<file path="config.mk">
export PLATFORM = sky130hd
export DESIGN_NAME = mdb_scan
export DESIGN_NICKNAME = d
export VERILOG_FILES = /design/src/hdl/mip_downsample_box_2x2_defines.svh /design/src/hdl/mdb_pkg.sv /design/src/hdl/mdb_scan.sv
export SDC_FILE = /design/constraint.sdc
export NUM_CORES = 1
export LEC_CHECK = 0
export ABC_AREA = 1
export BUFFER_PORTS_ARGS = -buffer_cell sky130_fd_sc_hd__buf_2
export CORE_MARGIN = 2
export CORE_UTILIZATION = 45
export DETAILED_ROUTE_END_ITERATION = 6
export PLACE_DENSITY_LB_ADDON = 0.15
export SETUP_SLACK_MARGIN = 0.15
export SYNTH_ARGS = -nofsm -noshare
export SYNTH_HDL_FRONTEND = slang
export SYNTH_SLANG_ARGS = --single-unit
</file>
<file path="constraint.sdc">
create_clock -name i_clk -period 1.85 [get_ports i_clk]
set_input_delay 0.37 -clock i_clk [delete_from_list [all_inputs] [get_ports i_clk]]
set_output_delay 0.37 -clock i_clk [all_outputs]
set_load 0.01 [all_outputs]
</file>
<file path="src/hdl/mip_downsample_box_2x2_defines.svh">
// Assertion macros for the mip downsample block.
`ifndef MIP_DOWNSAMPLE_BOX_2X2_DEFINES_SVH
`define MIP_DOWNSAMPLE_BOX_2X2_DEFINES_SVH

`ifndef SYNTHESIS
// same-cycle implication
`define MDB_ASSERT_NOW(lbl, clk, rst_n, pre, post) \
    lbl: assert property (@(posedge clk) disable iff (!rst_n) (pre) |-> (post)) \
        else $error("mdb assertion failed");
// next-cycle implication
`define MDB_ASSERT_NXT(lbl, clk, rst_n, pre, post) \
    lbl: assert property (@(posedge clk) disable iff (!rst_n) (pre) |=> (post)) \
        else $error("mdb assertion failed");
`else
`define MDB_ASSERT_NOW(lbl, clk, rst_n, pre, post)
`define MDB_ASSERT_NXT(lbl, clk, rst_n, pre, post)
`endif

`endif

</file>
<file path="src/hdl/mdb_pkg.sv">
package mdb_pkg;

    localparam int MAX_WIDTH    = 2048;
    localparam int HEIGHT_LIMIT = 2048;
    localparam int HALF_WIDTH   = MAX_WIDTH / 2;

    localparam int SIZE_W    = 12;
    localparam int COL_W     = $clog2(MAX_WIDTH);
    localparam int ROW_W     = $clog2(HEIGHT_LIMIT);
    localparam int OC_W      = $clog2(HALF_WIDTH);
    localparam int OR_W      = $clog2(HEIGHT_LIMIT / 2);
    localparam int CH_W      = 8;
    localparam int LANE_W    = CH_W + 1;
    localparam int LANES     = 4;
    localparam int CFG_IDX_W = 1;

    typedef enum logic [CFG_IDX_W-1:0] {
        CFG_SOURCE_WIDTH  = 1'b0,
        CFG_SOURCE_HEIGHT = 1'b1
    } t_cfg_idx;

    // four channel lanes, 9 bits each so a pair sum fits
    typedef logic [LANES-1:0][LANE_W-1:0] t_pix;

    typedef struct packed {
        logic            w_one;
        logic            pair_load;
        logic            row_store;
        logic            row_fetch;
        logic            emit;
        logic            last;
        logic [OC_W-1:0] oc;
    } t_scan_ctl;

    // zero reads as one, oversize reads as the limit
    function automatic logic [SIZE_W-1:0] size_clamp(input logic [SIZE_W-1:0] v,
                                                     input int limit);
        logic [SIZE_W-1:0] r;
        if (v == '0) begin
            r = SIZE_W'(1);
        end else if (int'(v) > limit) begin
            r = SIZE_W'(limit);
        end else begin
            r = v;
        end
        return r;
    endfunction

endpackage

</file>
<file path="src/hdl/mdb_scan.sv">
module mdb_scan
    import mdb_pkg::*;
(
    input  logic                 i_clk,
    input  logic                 i_rst_n,
    input  logic                 i_cfg_we,
    input  logic [CFG_IDX_W-1:0] i_cfg_idx,
    input  logic [SIZE_W-1:0]    i_cfg_data,
    input  logic                 i_adv,
    output t_scan_ctl            o_ctl
);

    logic [COL_W-1:0] r_w_last;
    logic [ROW_W-1:0] r_h_last;
    logic [OC_W-1:0]  r_ow_last;
    logic [OR_W-1:0]  r_oh_last;
    logic             r_w_one;
    logic             r_h_one;
    logic [COL_W-1:0] r_col;
    logic [ROW_W-1:0] r_row;

    logic [SIZE_W-1:0] w_size;
    logic [SIZE_W-1:0] h_size;
    logic              have_h;
    logic [OC_W-1:0]   oc;
    logic [OR_W-1:0]   orow;

    assign w_size = size_clamp(i_cfg_data, MAX_WIDTH);
    assign h_size = size_clamp(i_cfg_data, HEIGHT_LIMIT);

    always_ff @(posedge i_clk) begin
        if (!i_rst_n) begin
            r_w_last  <= '0;
            r_h_last  <= '0;
            r_ow_last <= '0;
            r_oh_last <= '0;
            r_w_one   <= 1'b1;
            r_h_one   <= 1'b1;
            r_col     <= '0;
            r_row     <= '0;
        end else if (i_cfg_we) begin
            unique case (t_cfg_idx'(i_cfg_idx))
                CFG_SOURCE_WIDTH: begin
                    r_w_last  <= COL_W'(w_size - SIZE_W'(1));
                    r_w_one   <= (w_size == SIZE_W'(1));
                    r_ow_last <= (w_size == SIZE_W'(1)) ? '0
                                 : OC_W'((w_size >> 1) - SIZE_W'(1));
                end
                CFG_SOURCE_HEIGHT: begin
                    r_h_last  <= ROW_W'(h_size - SIZE_W'(1));
                    r_h_one   <= (h_size == SIZE_W'(1));
                    r_oh_last <= (h_size == SIZE_W'(1)) ? '0
                                 : OR_W'((h_size >> 1) - SIZE_W'(1));
                end
                default: begin
                end
            endcase
            r_col <= '0;
            r_row <= '0;
        end else if (i_adv) begin
            if (r_col == r_w_last) begin
                r_col <= '0;
                r_row <= (r_row == r_h_last) ? '0 : r_row + ROW_W'(1);
            end else begin
                r_col <= r_col + COL_W'(1);
            end
        end
    end

    // odd column closes a pair; an odd dropped last column is always even
    assign have_h = r_w_one || r_col[0];
    assign oc     = r_w_one ? '0 : OC_W'(r_col >> 1);
    assign orow   = OR_W'(r_row >> 1);

    always_comb begin
        o_ctl           = '0;
        o_ctl.w_one     = r_w_one;
        o_ctl.pair_load = !r_w_one && !r_col[0];
        o_ctl.row_store = have_h && !r_h_one && !r_row[0];
        o_ctl.row_fetch = have_h && !r_h_one && r_row[0];
        o_ctl.emit      = have_h && (r_h_one || r_row[0]);
        o_ctl.last      = (oc == r_ow_last) && (r_h_one || orow == r_oh_last);
        o_ctl.oc        = oc;
    end

endmodule

</file>
==> impl_metrics.toml <==
[outcome]
status = "finished, violations left"
violations = "negative setup slack"

[setup_path]
crit_cells = 7
critical-path-top-delay-family = "simple AND/OR/NAND/NOR gates"
crit_fanout = 6
rrSetupSlack_ns = 0.23
crit_path_end_kind = "output port"
crit_chain = "inv_2 -> nand2_1 -> xnor2_1 -> nor4_1 -> nand4_1 -> nor2_1 -> buf_2"
arrival_ns = 1.78
r2r_cells = 9
reg2reg_from = "r_col[7]"
slowest_delay_ns = 0.37
rr_endpoint = "r_col[10]"
path_class = "reg2out"
critPathSlowestCell = "dfxtp_4"
cp.required_ns = 1.48
start_kind = "flop"
cp-startpoint = "r_w_one"
cp_num_buf_inv = 2

[timing]
finalHoldViolations = 0
tns_ns = -0.2963
fin_crit_sh_pct = 116.0
worst_pin_slew_ns = 0.6584
finalClockSkew_ns = 0.01056
slew_headroom_pct = 55.84
holdWs_ns = 0.3324
slew_viol_final = 0
max_freq_ghz = 0.4659
setup_viol = 1
finalWorstSetupSlack_ns = -0.2963
post-route-min-period_ns = 2.146
grt_setup_unrepaired = "yes"

[power]
swShare_pct = 29.56
sequentialPowerShare_pct = 42.2
intPower_mw = 2.573
power_frac_comb_pct = 19.5
p_clk_share_pct = 38.2
leakage_nw = 2.425
ir_drop_v = 0.0004462
powerDensity_mw_per_mm2 = 712.7
p_total_mw = 3.653
switchingPower_mw = 1.080

[synthesis]
ys_seq_area_share_pct = 33.90
async_flop_share_pct = 0
synth-xor-area-share_pct = 7.865
ys_warn_count = 0
synthesis.area_sq_mm = 0.003897
synth_top_area_cell = "dfxtp_1"
synthFlopType = "dfxtp_1"
synthSimpleGateAreaFrac_pct = 31.33
synth_edf_count = 0
synth_top_family_by_area = "simple AND/OR/NAND/NOR gates"
syn_avg_cell_area_sq_um = 6.496
muxShareOfSynthArea_pct = 0
synth_common_cells = "nand2_1 (117), inv_1 (90), dfxtp_1 (66)"
synth.most_common_cell = "nand2_1"
yosysTopAreaCellShare_pct = 33.90
synth_area_leaders = "dfxtp_1 (34%), nand2_1 (11%), inv_1 (8.7%)"
syn_nets = 622
syn_inst = 600
synth-seq-cells = 66
synthAdderAreaFrac_pct = 1.605
synth-compound-area-share_pct = 13.52
synth_cell_types = 36

[global_route]
busiest_layer = "met2"
grtUsageMet3_pct = 2.662
grt_pass1_vias = 3859
gr-usage-met2_pct = 37.39
antenna_found_initial = 0
track_usage_pct = 24.07
overflow = 0
grt_max_degree = 35
met1_usage_pct = 32.96
grt_first_pass_wirelength_um = 18350

[finish]
syn2layout_area_growth_pct = 31.49
fin_area_sq_mm = 0.005125
layout.nets = 703
final_cells = 791
diodes = 0
finalCoreUtilization_pct = 61.75
drive_gt1_share_pct = 27.26

[placed_design]
postPlaceCellArea_sq_mm = 0.004571
place_hpwl_um = 8615
numPortBuffers = 32
numPlacedInstances = 767
gp_congestion = 0.9278
dp_slack_ns = -0.2540

[floorplanning]
die_w_um = 97.07
core-area_sq_mm = 0.008299
start_util_pct = 46.96
dieArea_sq_mm = 0.009422
placementRows = 33
io_pins = 33
die_h_um = 97.07

[min_path]
min_from = "i_adv"
hold_path_depth = 2
hold_class = "in2reg"
hold_end = "r_col[1]"

[drt]
drt-pass1-iter-count = 6
via_count = 4127
drt_iter0_markers = 232
wl_per_cell_um = 14.53
drcViolationCount = 0
vias_per_cell = 5.217
ant_nets = 0
wl_um = 11500

[clocking]
cts_tree = "built"
cts-buffers-inserted = 9
root_buffer = "clkbuf_8"
clock_path_buffers = 2
h-tree-depth = 3
hold_buffers = 0
clkTransAtPathRegs_ns = 0.07
insertion_delay_ns = 0.35
cts.sinks = 66

[job]
cap_violations = 0
-- routing by layer --
layer  share of wire [%]  vias to the layer above  wire (um)
met5                   0                        -          0
met4                 3.4                        0        390
met3                 4.4                       29        504
met2                  46                      123       5239
met1                  47                     1887       5362
li1                    -                     2088          -
-- power groups by stage --
stage | clock [mW] | combinational (mW) | sequential, mW
floorplan | 0 | 0.397 | 1.56
global placement | 0 | 0.605 | 1.58
detailed placement | 0 | 0.613 | 1.58
CTS | 1.41 | 0.626 | 1.54
global route | 1.48 | 0.789 | 1.55
finish | 1.40 | 0.714 | 1.54
-- cell usage in the layout, fill, tap and decap left out, types with 3 or more instances in the layout --
cell type,n
a21oi_1,41
a21oi_2,4
buf_2,30
buf_4,53
clkbuf_8,10
dfxtp_1,57
dfxtp_2,6
dfxtp_4,3
inv_1,86
inv_2,12
inv_4,3
nand2_1,103
nand2_2,9
nand2_4,6
nand3_1,30
nand3_2,5
nand3_4,4
nand3b_1,3
nand4_1,20
nor2_1,48
nor2_2,8
nor2_4,10
nor3_1,15
nor3_2,3
nor3b_1,3
nor4_1,4
o211ai_1,4
o21ai_0,36
o21ai_1,8
xnor2_1,8
xor2_1,26
-- worst register-to-register path: cells and delay by family, from the launching register on --
| family | cells | cell delay (ns) |
|---|---|---|
| AND/OR/NAND/NOR | 5 | 0.79 |
| flip-flops | 1 | 0.34 |
| AO/OA/AOI/OAI | 2 | 0.14 |
| buffers and inverters | 2 | 0.26 |
-- final cells by class --
| type | instances | area (sq um) |
|---|---|---|
| clock buffer | 10 | 137.6 |
| clock inverter | 6 | 88.84 |
| fill | 758 | 3174 |
| inverter | 101 | 386.6 |
| multi-input combinational | 415 | 2415 |
| sequential | 66 | 1340 |
| tap | 105 | 131.4 |
| timing repair buffer | 88 | 625.6 |
-- state kept, by name, indices dropped and copies added (netlist names) --
signal and count:
r_col 11, r_h_last 11, r_w_last 11, r_row 11
r_oh_last 10, r_h_one 1, r_ow_last 10, r_w_one 1
-- what timing repair did --
item	4_1_cts	5_1_grt
gates resized for setup	14	62
endpoints found under the setup margin	16	62
buffers inserted	0	6
cloned	0	2
pin swaps	1	26
-- logic make-up (layout without fill, tap and decap cells) --
group,after synthesis,after routing
buffers and inverters,120,205
xor gates and xnor gates,35,35
DFF,66,66
adders and majority gates,5,5
AOI/OAI and AO/OA,99,99
and+or+nand+nor,275,276
-- worst max-delay path by stage --
stage / to / slack [ns]
after floorplan: r_oh_last[7] / 0.08
after global placement: r_oh_last[1] / -0.24
after detailed placement: r_oh_last[1] / -0.25
after CTS: o_ctl[10] / -0.30
after global routing: o_ctl[10] / -0.42
final: o_ctl[10] / -0.30
(Power assumes the default switching activity.)
